## src/sv/adsr_pkg.sv

```systemverilog
// Shared types and register map for the ADSR envelope generator.
package adsr_pkg;

  typedef enum logic [1:0] {
    STG_IDLE    = 2'd0,
    STG_ATTACK  = 2'd1,
    STG_DECAY   = 2'd2,
    STG_RELEASE = 2'd3
  } stage_t;

  typedef logic [2:0] reg_idx_t;

  localparam reg_idx_t REG_ATTACK_COEFF  = 3'd0;
  localparam reg_idx_t REG_DECAY_COEFF   = 3'd1;
  localparam reg_idx_t REG_RELEASE_COEFF = 3'd2;
  localparam reg_idx_t REG_SUSTAIN_LEVEL = 3'd3;
  localparam reg_idx_t REG_GATE_PATCHED  = 3'd4;

endpackage

```

## src/sv/adsr_envelope_generator_unit.sv

```systemverilog
// Exponential ADSR envelope generator with APB-style register port.
//
// Takes one sample word per clock, sustained, while the result is not stalled. An accepted
// sample word is held in the input register and its result word in the result register. The
// whole update of a tick (event decode, one signed multiply of the distance to the stage
// target by the stage coefficient, add, saturate and the stage clamps) sits between the input
// register and the result register, so the level register closes its loop through that
// logic alone. A stalled result holds the next word in the input register, and the input
// stalls once that register is full as well.
module adsr_envelope_generator_unit #(
  parameter int LEVEL_FRAC_BITS = 16,
  parameter int COEFF_FRAC_BITS = 24,
  localparam int DATA_W = (COEFF_FRAC_BITS + 3 > 32) ? 64 : 32,
  localparam int PADDR_W = ((COEFF_FRAC_BITS + 3 > 32) ? 3 : 2) + 3
) (
  input  logic                              clk,
  input  logic                              rst_n,
  input  logic                              psel,
  input  logic                              penable,
  input  logic                              pwrite,
  input  logic [PADDR_W-1:0]                paddr,
  input  logic [DATA_W-1:0]                 pwdata,
  output logic [DATA_W-1:0]                 prdata,
  output logic                              pready,
  input  logic                              in_valid,
  output logic                              in_ready,
  input  logic signed [LEVEL_FRAC_BITS+1:0] in_gate_sample,
  input  logic                              in_note_start,
  input  logic                              in_note_release,
  output logic                              out_valid,
  input  logic                              out_ready,
  output logic [LEVEL_FRAC_BITS:0]          out_env_level,
  output logic [1:0]                        out_env_stage
);

  localparam int CW = COEFF_FRAC_BITS + 3;
  localparam int OW = LEVEL_FRAC_BITS + 1;
  localparam int GW = LEVEL_FRAC_BITS + 2;
  localparam int LW = LEVEL_FRAC_BITS + 4;
  localparam int DW = LW + 1;
  localparam int PW = DW + CW + 1;
  localparam int SW = PW - COEFF_FRAC_BITS;
  localparam int SUMW = SW + 1;
  localparam int ADDR_LSB = PADDR_W - 3;

  localparam int ONE_I = 1 << LEVEL_FRAC_BITS;
  localparam int TGT_ATTACK_I = (ONE_I * 101 + 50) / 100;
  localparam int TGT_RELEASE_I = -((ONE_I + 50) / 100);
  localparam int GATE_HALF_I = ONE_I / 2;

  localparam logic signed [LW-1:0] LVL_ONE = LW'(ONE_I);
  localparam logic signed [LW-1:0] LVL_ZERO = '0;
  localparam logic signed [LW-1:0] TGT_ATTACK = LW'(TGT_ATTACK_I);
  localparam logic signed [LW-1:0] TGT_RELEASE = LW'(TGT_RELEASE_I);
  localparam logic signed [LW-1:0] GATE_HALF = LW'(GATE_HALF_I);
  localparam logic signed [LW-1:0] LVL_MAX = {1'b0, {(LW-1){1'b1}}};
  localparam logic signed [LW-1:0] LVL_MIN = {1'b1, {(LW-1){1'b0}}};

  // configuration registers
  logic [CW-1:0] attack_coeff_r;
  logic [CW-1:0] decay_coeff_r;
  logic [CW-1:0] release_coeff_r;
  logic [OW-1:0] sustain_level_r;
  logic          gate_patched_r;

  adsr_pkg::reg_idx_t reg_idx;
  logic               cfg_wr;

  assign reg_idx = paddr[PADDR_W-1:ADDR_LSB];
  assign cfg_wr  = psel && penable && pwrite && pready;
  assign pready  = 1'b1;

  always_ff @(posedge clk) begin
    if (!rst_n) begin
      attack_coeff_r  <= CW'(151832);
      decay_coeff_r   <= CW'(3804);
      release_coeff_r <= CW'(3043);
      sustain_level_r <= OW'(32768);
      gate_patched_r  <= 1'b0;
    end else if (cfg_wr) begin
      unique case (reg_idx)
        adsr_pkg::REG_ATTACK_COEFF:  attack_coeff_r  <= pwdata[CW-1:0];
        adsr_pkg::REG_DECAY_COEFF:   decay_coeff_r   <= pwdata[CW-1:0];
        adsr_pkg::REG_RELEASE_COEFF: release_coeff_r <= pwdata[CW-1:0];
        adsr_pkg::REG_SUSTAIN_LEVEL: sustain_level_r <= pwdata[OW-1:0];
        adsr_pkg::REG_GATE_PATCHED:  gate_patched_r  <= pwdata[0];
        default: ;
      endcase
    end
  end

  always_comb begin
    unique case (reg_idx)
      adsr_pkg::REG_ATTACK_COEFF:  prdata = DATA_W'(attack_coeff_r);
      adsr_pkg::REG_DECAY_COEFF:   prdata = DATA_W'(decay_coeff_r);
      adsr_pkg::REG_RELEASE_COEFF: prdata = DATA_W'(release_coeff_r);
      adsr_pkg::REG_SUSTAIN_LEVEL: prdata = DATA_W'(sustain_level_r);
      adsr_pkg::REG_GATE_PATCHED:  prdata = DATA_W'(gate_patched_r);
      default:                     prdata = '0;
    endcase
  end

  // input register
  logic                 in_vld_r;
  logic signed [GW-1:0] gate_sample_r;
  logic                 note_start_r;
  logic                 note_release_r;
  logic                 advance;

  assign advance  = in_vld_r && (!out_valid || out_ready);
  assign in_ready = !in_vld_r || advance;

  always_ff @(posedge clk) begin
    if (!rst_n) begin
      in_vld_r <= 1'b0;
    end else if (in_ready) begin
      in_vld_r <= in_valid;
    end
  end

  always_ff @(posedge clk) begin
    if (in_valid && in_ready) begin
      gate_sample_r  <= in_gate_sample;
      note_start_r   <= in_note_start;
      note_release_r <= in_note_release;
    end
  end

  // envelope state
  adsr_pkg::stage_t     stage_r, stage_nxt;
  logic signed [LW-1:0] level_r, level_nxt;
  logic                 gate_last_r, gate_last_nxt;

  adsr_pkg::stage_t     stage_evt;
  logic signed [LW-1:0] gate_ext;
  logic                 gate_high;
  logic signed [LW-1:0] sus;
  logic signed [LW-1:0] tgt;
  logic [CW-1:0]        coeff;

  assign gate_ext  = {{(LW-GW){gate_sample_r[GW-1]}}, gate_sample_r};
  assign gate_high = gate_ext > GATE_HALF;
  assign sus = ({{(LW-OW){1'b0}}, sustain_level_r} > LVL_ONE) ? LVL_ONE :
               {{(LW-OW){1'b0}}, sustain_level_r};

  // apply note and gate events in order, then pick target and coefficient
  always_comb begin
    stage_evt     = stage_r;
    gate_last_nxt = gate_last_r;
    if (note_start_r) stage_evt = adsr_pkg::STG_ATTACK;
    if (note_release_r) stage_evt = adsr_pkg::STG_RELEASE;
    if (gate_patched_r) begin
      if (gate_high && !gate_last_r) stage_evt = adsr_pkg::STG_ATTACK;
      if (!gate_high && gate_last_r) stage_evt = adsr_pkg::STG_RELEASE;
      gate_last_nxt = gate_high;
    end
    unique case (stage_evt)
      adsr_pkg::STG_ATTACK: begin
        tgt   = TGT_ATTACK;
        coeff = attack_coeff_r;
      end
      adsr_pkg::STG_DECAY: begin
        tgt   = sus;
        coeff = decay_coeff_r;
      end
      adsr_pkg::STG_RELEASE: begin
        tgt   = TGT_RELEASE;
        coeff = release_coeff_r;
      end
      default: begin
        tgt   = level_r;
        coeff = '0;
      end
    endcase
  end

  logic signed [DW-1:0]   diff;
  logic signed [CW:0]     coeff_s;
  logic signed [PW-1:0]   prod;
  logic signed [SW-1:0]   step;
  logic signed [SUMW-1:0] sum;
  logic                   sum_fits;
  logic signed [LW-1:0]   level_sat;

  assign diff     = {tgt[LW-1], tgt} - {level_r[LW-1], level_r};
  assign coeff_s  = {1'b0, coeff};
  assign prod     = diff * coeff_s;
  assign step     = prod[PW-1:COEFF_FRAC_BITS];
  assign sum      = {{(SUMW-LW){level_r[LW-1]}}, level_r} + {step[SW-1], step};
  assign sum_fits = (sum[SUMW-1:LW-1] == '0) || (sum[SUMW-1:LW-1] == '1);
  assign level_sat = sum_fits ? sum[LW-1:0] : (sum[SUMW-1] ? LVL_MIN : LVL_MAX);

  // next state: stage clamps
  always_comb begin
    stage_nxt = stage_evt;
    level_nxt = level_sat;
    unique case (stage_evt)
      adsr_pkg::STG_ATTACK: begin
        if (level_sat >= LVL_ONE) begin
          level_nxt = LVL_ONE;
          stage_nxt = adsr_pkg::STG_DECAY;
        end
      end
      adsr_pkg::STG_DECAY: ;
      adsr_pkg::STG_RELEASE: begin
        if (level_sat <= LVL_ZERO) begin
          level_nxt = '0;
          stage_nxt = adsr_pkg::STG_IDLE;
        end
      end
      default: level_nxt = level_r;
    endcase
  end

  // outputs: clamp level to 0..1.0
  logic [OW-1:0] env_level_nxt;

  always_comb begin
    if (level_nxt < LVL_ZERO) begin
      env_level_nxt = '0;
    end else if (level_nxt > LVL_ONE) begin
      env_level_nxt = LVL_ONE[OW-1:0];
    end else begin
      env_level_nxt = level_nxt[OW-1:0];
    end
  end

  always_ff @(posedge clk) begin
    if (!rst_n) begin
      stage_r     <= adsr_pkg::STG_IDLE;
      level_r     <= '0;
      gate_last_r <= 1'b0;
      out_valid   <= 1'b0;
    end else begin
      if (advance) begin
        stage_r     <= stage_nxt;
        level_r     <= level_nxt;
        gate_last_r <= gate_last_nxt;
        out_valid   <= 1'b1;
      end else if (out_ready) begin
        out_valid <= 1'b0;
      end
    end
  end

  always_ff @(posedge clk) begin
    if (advance) begin
      out_env_level <= env_level_nxt;
      out_env_stage <= stage_nxt;
    end
  end

  a_level_in_range: assert property (@(posedge clk) disable iff (!rst_n)
    out_valid |-> out_env_level <= LVL_ONE[OW-1:0])
    else $error("envelope level above full scale");

  a_idle_is_zero: assert property (@(posedge clk) disable iff (!rst_n)
    out_valid && (out_env_stage == adsr_pkg::STG_IDLE) |-> out_env_level == '0)
    else $error("idle stage with nonzero level");

  a_release_wins: assert property (@(posedge clk) disable iff (!rst_n)
    advance && note_release_r && !gate_patched_r |=>
      (stage_r == adsr_pkg::STG_RELEASE) || (stage_r == adsr_pkg::STG_IDLE))
    else $error("note release did not force release");

endmodule
```

## config.mk

```make
export PLATFORM = sky130hd
export DESIGN_NAME = adsr_envelope_generator_unit
export DESIGN_NICKNAME = d
export VERILOG_FILES = /design/src/sv/adsr_pkg.sv /design/src/sv/adsr_envelope_generator_unit.sv
export SDC_FILE = /design/constraint.sdc
export NUM_CORES = 2
export LEC_CHECK = 0
export ABC_AREA = 1
export BUFFER_PORTS_ARGS = -buffer_cell sky130_fd_sc_hd__buf_4
export CAP_MARGIN = 20
export CORE_MARGIN = 2
export CORE_UTILIZATION = 55
export DETAILED_ROUTE_END_ITERATION = 16
export GPL_TIMING_DRIVEN = 0
export PLACE_DENSITY = 0.75
export SYNTH_ARGS = -nofsm -noshare
export SYNTH_HDL_FRONTEND = slang
export SYNTH_SLANG_ARGS = --single-unit
```

## constraint.sdc

```tcl
create_clock -name clk -period 14.3 [get_ports clk]
set_clock_uncertainty 0.2 [all_clocks]
set_input_delay 2.86 -clock clk [delete_from_list [all_inputs] [get_ports clk]]
set_output_delay 2.86 -clock clk [all_outputs]
set_load 0.005 [all_outputs]
```

==> Word-level counts from Yosys, hierarchy flattened <==
Cells that the tools add are included.
{ "op_classes": {"addsub": 2, "multipliers": 1, "magnitude_cmp": 6, "eq_ne": 8, "n_mux": 20, "reduce_logical": 23} }
{ "op_table": {"columns": ["cell", "count"], "rows": [
  ["$pmux 27 s5", 1],
  ["$pmux 20 s3", 2],
  ["$pmux 27 s3", 1],
  ["$mux 20", 4],
  ["$mul 21x28->49", 1],
  ["$mux 17", 2],
  ["$add 20x25->26", 1],
  ["$sub 20x20->21", 1],
  ["$ge 20x18->1 const B", 1],
  ["$gt 20x18->1 const B", 1],
  ["$le 20x1->1 const B", 1],
  ["$lt 20x1->1 const B", 1],
  ["$gt 18x17->1 const B", 1],
  ["$gt 17x17->1 const B", 1],
  ["$mux 2", 7],
  ["$reduce_and 2->1", 6],
  ["$eq 7x7->1 const B", 1],
  ["$logic_not 7->1", 1],
  ["$eq 3x2->1 const B", 2],
  ["$logic_and 1x1->1", 6],
  ["$eq 2x2->1 const B", 2],
  ["$logic_not 1->1", 4],
  ["$pmux 2 s2", 1],
  ["$eq 3x1->1 const B", 1],
  ["other kinds (7)", 10]
]} }
{ "word_totals": {"ff_bits": 163, "in_bits": 64, "output_inout_bits": 54} }

==> Logic depth before layout (Yosys ltp) <==
{ "logic_depth": {"word_depth": 18, "depth_mapped": 99, "depth_no_buf": 94} }

==> Worst setup path before layout <==
Ideal clock, no wire load.
{ "synth_path": {"path_kind": "register to register", "startpoint": "reg gate_sample_r[8]", "endpoint": "reg out_env_level[14] (data pin)", "setup_ps": 135, "t_arrival_ps": 12902, "required_ps": 13965, "path_slack_ps": 1063, "path_stages_with_launch": 82, "synth_period_minus_slack_ps": 13237, "cell_sequence": "edfxtp_1 -> or2_2 -> nor4_1 -> nand4_1 -> nand2_1 -> nor2_1 -> nand2_1 -> nand3_1 -> nor2_1 -> clkinv_1 -> buf_6 -> nor2_1 -> a311oi_1 -> ha_1 -> o31ai_1 -> a21oi_1 -> nor2_1 -> nor2_1 -> [46 not listed] -> nand2_2 -> nand2_2 -> nand2_1 -> nor2_1 -> nand2_1 -> nor2_1 -> nand2_1 -> nand2_2 -> nand3_4 -> buf_12 -> a21oi_4 -> nand3_1 -> nor2_1 -> nand3_1 -> nand2_2 -> nand2_4 -> buf_8 -> nor2_2"} }
{ "synth_via": {"elab_chain_cells": 18} }
{ "synth_rtl": {"columns": ["item", "line", "rtl"], "rows": [
  ["start: declaration", "adsr_envelope_generator_unit.sv:105", "logic signed [GW-1:0] gate_sample_r;"],
  ["start signal: assignment", "adsr_envelope_generator_unit.sv:123", "gate_sample_r <= in_gate_sample;"],
  ["$gt 18x17->1 (*)", "adsr_envelope_generator_unit.sv:142", "assign gate_high = gate_ext > GATE_HALF;"],
  ["$logic_and 1x1->1 or $logic_not 1->1 (tied branches)", "adsr_envelope_generator_unit.sv:153, adsr_envelope_generator_unit.sv:154", null],
  ["$mux 2 or $logic_and 1x1->1 (tied branches)", "adsr_envelope_generator_unit.sv:153, adsr_envelope_generator_unit.sv:154", null],
  ["$mux 2 (*)", "adsr_envelope_generator_unit.sv:154", "if (!gate_high && gate_last_r) stage_evt = adsr_pkg::STG_RELEASE;"],
  ["$mux 2 (*)", "adsr_envelope_generator_unit.sv:152", "if (gate_patched_r) begin"],
  ["$eq 2x2->1 or $eq 2x1->1 (tied branches)", "adsr_envelope_generator_unit.sv:157, adsr_envelope_generator_unit.sv:197", null],
  ["$pmux 20 s3", "adsr_envelope_generator_unit.sv:157", "unique case (stage_evt)"],
  ["$sub 20x20->21", "adsr_envelope_generator_unit.sv:185", "assign diff = {tgt[LW-1], tgt} - {level_r[LW-1], level_r};"],
  ["[2 not listed]", null, null],
  ["$eq 7x7->1 or $logic_not 7->1 (tied branches)", "adsr_envelope_generator_unit.sv:190", "assign sum_fits = (sum[SUMW-1:LW-1] == '0) || (sum[SUMW-1:LW-1] == '1);"],
  ["$logic_or 1x1->1", "adsr_envelope_generator_unit.sv:190", null],
  ["$mux 20", "adsr_envelope_generator_unit.sv:191", "assign level_sat = sum_fits ? sum[LW-1:0] : (sum[SUMW-1] ? LVL_MIN : LVL_MAX);"],
  ["$le 20x1->1 or $ge 20x18->1 (tied branches)", "adsr_envelope_generator_unit.sv:206, adsr_envelope_generator_unit.sv:199", null],
  ["$mux 20 (on tied branches)", "adsr_envelope_generator_unit.sv:206, adsr_envelope_generator_unit.sv:199", null],
  ["$pmux 20 s3 (*)", "adsr_envelope_generator_unit.sv:197", "unique case (stage_evt)"],
  ["$lt 20x1->1 or $gt 20x18->1 (tied branches)", "adsr_envelope_generator_unit.sv:219, adsr_envelope_generator_unit.sv:221", null],
  ["$reduce_or 2->1 (no source line)", null, null],
  ["end signal: assignment", "adsr_envelope_generator_unit.sv:248", "out_env_level <= env_level_nxt;"],
  ["end: declaration", "adsr_envelope_generator_unit.sv:32", "output logic [LEVEL_FRAC_BITS:0] out_env_level,"]
]} }
Every way passes the cells marked *; elsewhere a longest branch is shown, timed or not.
A chain may end at the register's enable or synchronous reset.

==> Worst setup path after layout <==
{ "layout_path": {"startpoint": "reg gate_sample_r[3]", "endpoint": "reg out_env_level[4] (data pin)"} }
Same word-level chain as after synthesis.

==> summary.txt <==
Status
  – Outcome: finished, violations left
  – Failing checks: setup timing

Clock tree
  – Clock-pin slew on the worst setup and hold paths: 0.07 ns
  – CTS tree: yes
  – Clock Path Buffers: 2
  – Root Driver: clkbuf_16
  – TritonCTS Sinks: between 150 and 200
  – CTS Buf Count: 17
  – Clk_lat worst skew: about 0.45 ns
  – CTS H-tree depth: 4

Synthesis
  – Syn Inst Count: approximately 3900
  – Synth Flop Type: dfxtp_1
  – Post-synth EDFFs: 39
  – Ys Warns: 0
  – Synth area leaders: fa_1 32%, nand2_1 12%, inv_1 12%
  – Xor/xnor cell area share of the yosys netlist: 1.76%
  – Sequential area share after synthesis: 12.4%
  – Async SR Flop Fraction: 0%
  – Synthesized cell area: about 29000 um2
  – Synth top area share: between 30% and 40%
  – Largest family of logic cells by synthesized area: adder cells
  – #FFs+latches synth: 163
  – Synth Area in Compound Gates: 9.61%
  – Multiplexer area fraction after synthesis: 0%
  – Synthesized area per cell: about 7.5 um2
  – Leading area contributor after synthesis: fa_1
  – Adder-Cell Fraction of Synth Area: 42.0%
  – Netlist cell types: 56
  – Post-Synth Simple-Gate Area: 19.8%

Floorplanning
  – # IOs: 118
  – Core area: 52700 um2
  – Chip Height: 235 um
  – Die Area: around 55000 um2
  – Initial core utilization: 55.8%
  – Std cell rows: 84
  – Die width: 235 um

Detailed routing
  – Post-DR wirelength/cell: 19.9 um
  – Antenna Nets Post-Route: 0
  – Drt drc: 0
  – DR vias/cell: approximately 5.6
  – Total length of routed wires: 96.6 mm
  – Via count: about 27000
  – Drt first-iter violations: 2895
  – TritonRoute pass-1 iters: 6

Finish
  – Utilization after layout: 64.5%
  – Layout cell share with drive strength beyond 1: 13.3%
  – Most frequent cells in the layout: 913 x inv_1, 908 x nand2_1, 467 x fa_1
  – Final Cell Area: 34000 um2
  – Diode count: 0
  – Commonest non-fill, non-tap cell in the layout: inv_1
  – Post-Layout Cell Count: between 4000 and 5000
  – Synth-to-layout area growth: 15.6%
  – Final net count: 4917

Place
  – Placed cells: between 4000 and 5000
  – Area post-placement: about 31000 um2
  – Port Buffers: 103
  – Dpl hpwl: 75.5 mm
  – Routability cong.: slightly above 1

Global route
  – First-pass GRT wire length: 148 mm
  – Total track usage: about a third
  – Pin count of the biggest net entering global routing: 21
  – Grt ovf: 0
  – Vias in the first global route: 27200
  – Initial antenna violation count: 0

STA
  – Tmin final: 14.37 ns
  – Setup tns final: -0.578 ns
  – Slew headroom: 35.3%
  – Final Hold Fails: 0
  – Worst-Margin Slew: a little under 1 ns
  – Setup ws final: -0.0674 ns
  – Max Freq: 69.6 MHz
  – # setup viols final: 11
  – Tcrit/Tclk final: 100%
  – RSZ-0062 raised after global routing: yes
  – Max-slew violation count: 0

Worst setup path
  – Worst EP required: 14.41 ns
  – CP Max Fanout: 10
  – Reg2reg path depth: 88
  – CP Class: flip-flop to flip-flop
  – Startpoint Class: flip-flop
  – Worst setup EP type: flip-flop
  – Crit-path max cell delay: 0.53 ns
  – Critical path's most frequent cell: nand2_2
  – Max stage delay cell, worst path: fa_1
  – Arr. time, crit path: approximately 14 ns

Run
  – Max Cap Violations: 0

Worst hold path
  – Hold Path Depth: 2
  – Hold Crit Class: flip-flop to flip-flop
-- metrics by stage --
step                      hold slack [ns]  worst slack [ns]
after global routing                0.295            -0.636
after CTS                           0.280            0.0231
after floorplan                     0.244              1.06
after detailed placement            0.265             -2.37
final                               0.282           -0.0674
after global placement              0.259             -2.22
-- per-layer routing --
metal | global-route usage (%) | wire [um]
met1 | 44.8 | 36700
met2 | 54.0 | 43100
met3 | 8.08 | 10900
met4 | 16.8 | 5950
met5 | 0 | 0
-- final timing paths --
kind	endpoint	startpoint	slack (ns)
worst min register to register	attack_coeff_r[24]	attack_coeff_r[24]	0.28
worst max register to register	out_env_level[4]	gate_sample_r[3]	-0.07
worst max-delay path	out_env_level[4]	gate_sample_r[3]	-0.07
worst min-delay path	attack_coeff_r[24]	attack_coeff_r[24]	0.28
-- logic make-up (layout without fill, tap and decap cells) --
family                   count (synthesis)  after routing
buffers and inverters                 1099           1337
other                                    2              6
AO/OA/AOI/OAI                          484            484
XOR/XNOR                                59             59
adder cells (fa/ha/maj)                703            703
flip-flops                             163            163
AND/OR/NAND/NOR                       1411           1411
-- Yosys cell counts, drive strengths merged (9+ instances only) --
master / number
dfxtp: 124
nor2: 298
xor2: 42
edfxtp: 39
o211ai: 25
nand3: 61
inv: 929
a22oi: 10
nand2: 996
ha: 229
o22ai: 12
a21oi: 173
o21ai: 151
buf: 12
o221ai: 9
clkinv: 27
clkbuf: 131
a31oi: 50
fa: 474
xnor2: 17
o21bai: 10
nor3: 12
nand4: 21
nor4: 11
o21a: 9
-- sequential cells by signal (all words and copies together) (netlist names), 2 cells and up --
name             flops
out_env_level       17
level_r             20
gate_sample_r       18
stage_r              2
release_coeff_r     27
decay_coeff_r       27
out_env_stage        2
attack_coeff_r      27
sustain_level_r     17
-- final cells by class --
| cell class | instances | area, um2 |
|---|---|---|
| clock buffer | 19 | 443 |
| timing repair buffer | 209 | 1720 |
| buffer | 140 | 734 |
| inverter | 956 | 3610 |
| multi-input combinational | 2663 | 22800 |
| fill | 4437 | 18700 |
| clock inverter | 13 | 145 |
| sequential | 163 | 3650 |
| tap | 688 | 861 |
-- worst max-delay path: cells and delay by family, from the launching register on --
family,cells,cell delay [ns]
xor+xnor,1,0.26
flops,1,0.38
simple gates,44,4.66
fa+ha+maj,10,4.34
buf+inv,19,2.13
compound gates,14,2.23
-- timing repair --
item	4_1_cts	5_1_grt
setup buffers	47	44
gates cloned	3	2
hold buffers	0	0
pin swaps	42	109
resized for setup	167	196
setup endpoints to repair	41	39
Power is left out: the tool's default activity adds up to more than one toggle a clock period on the data nets, which glitch-free logic cannot reach.
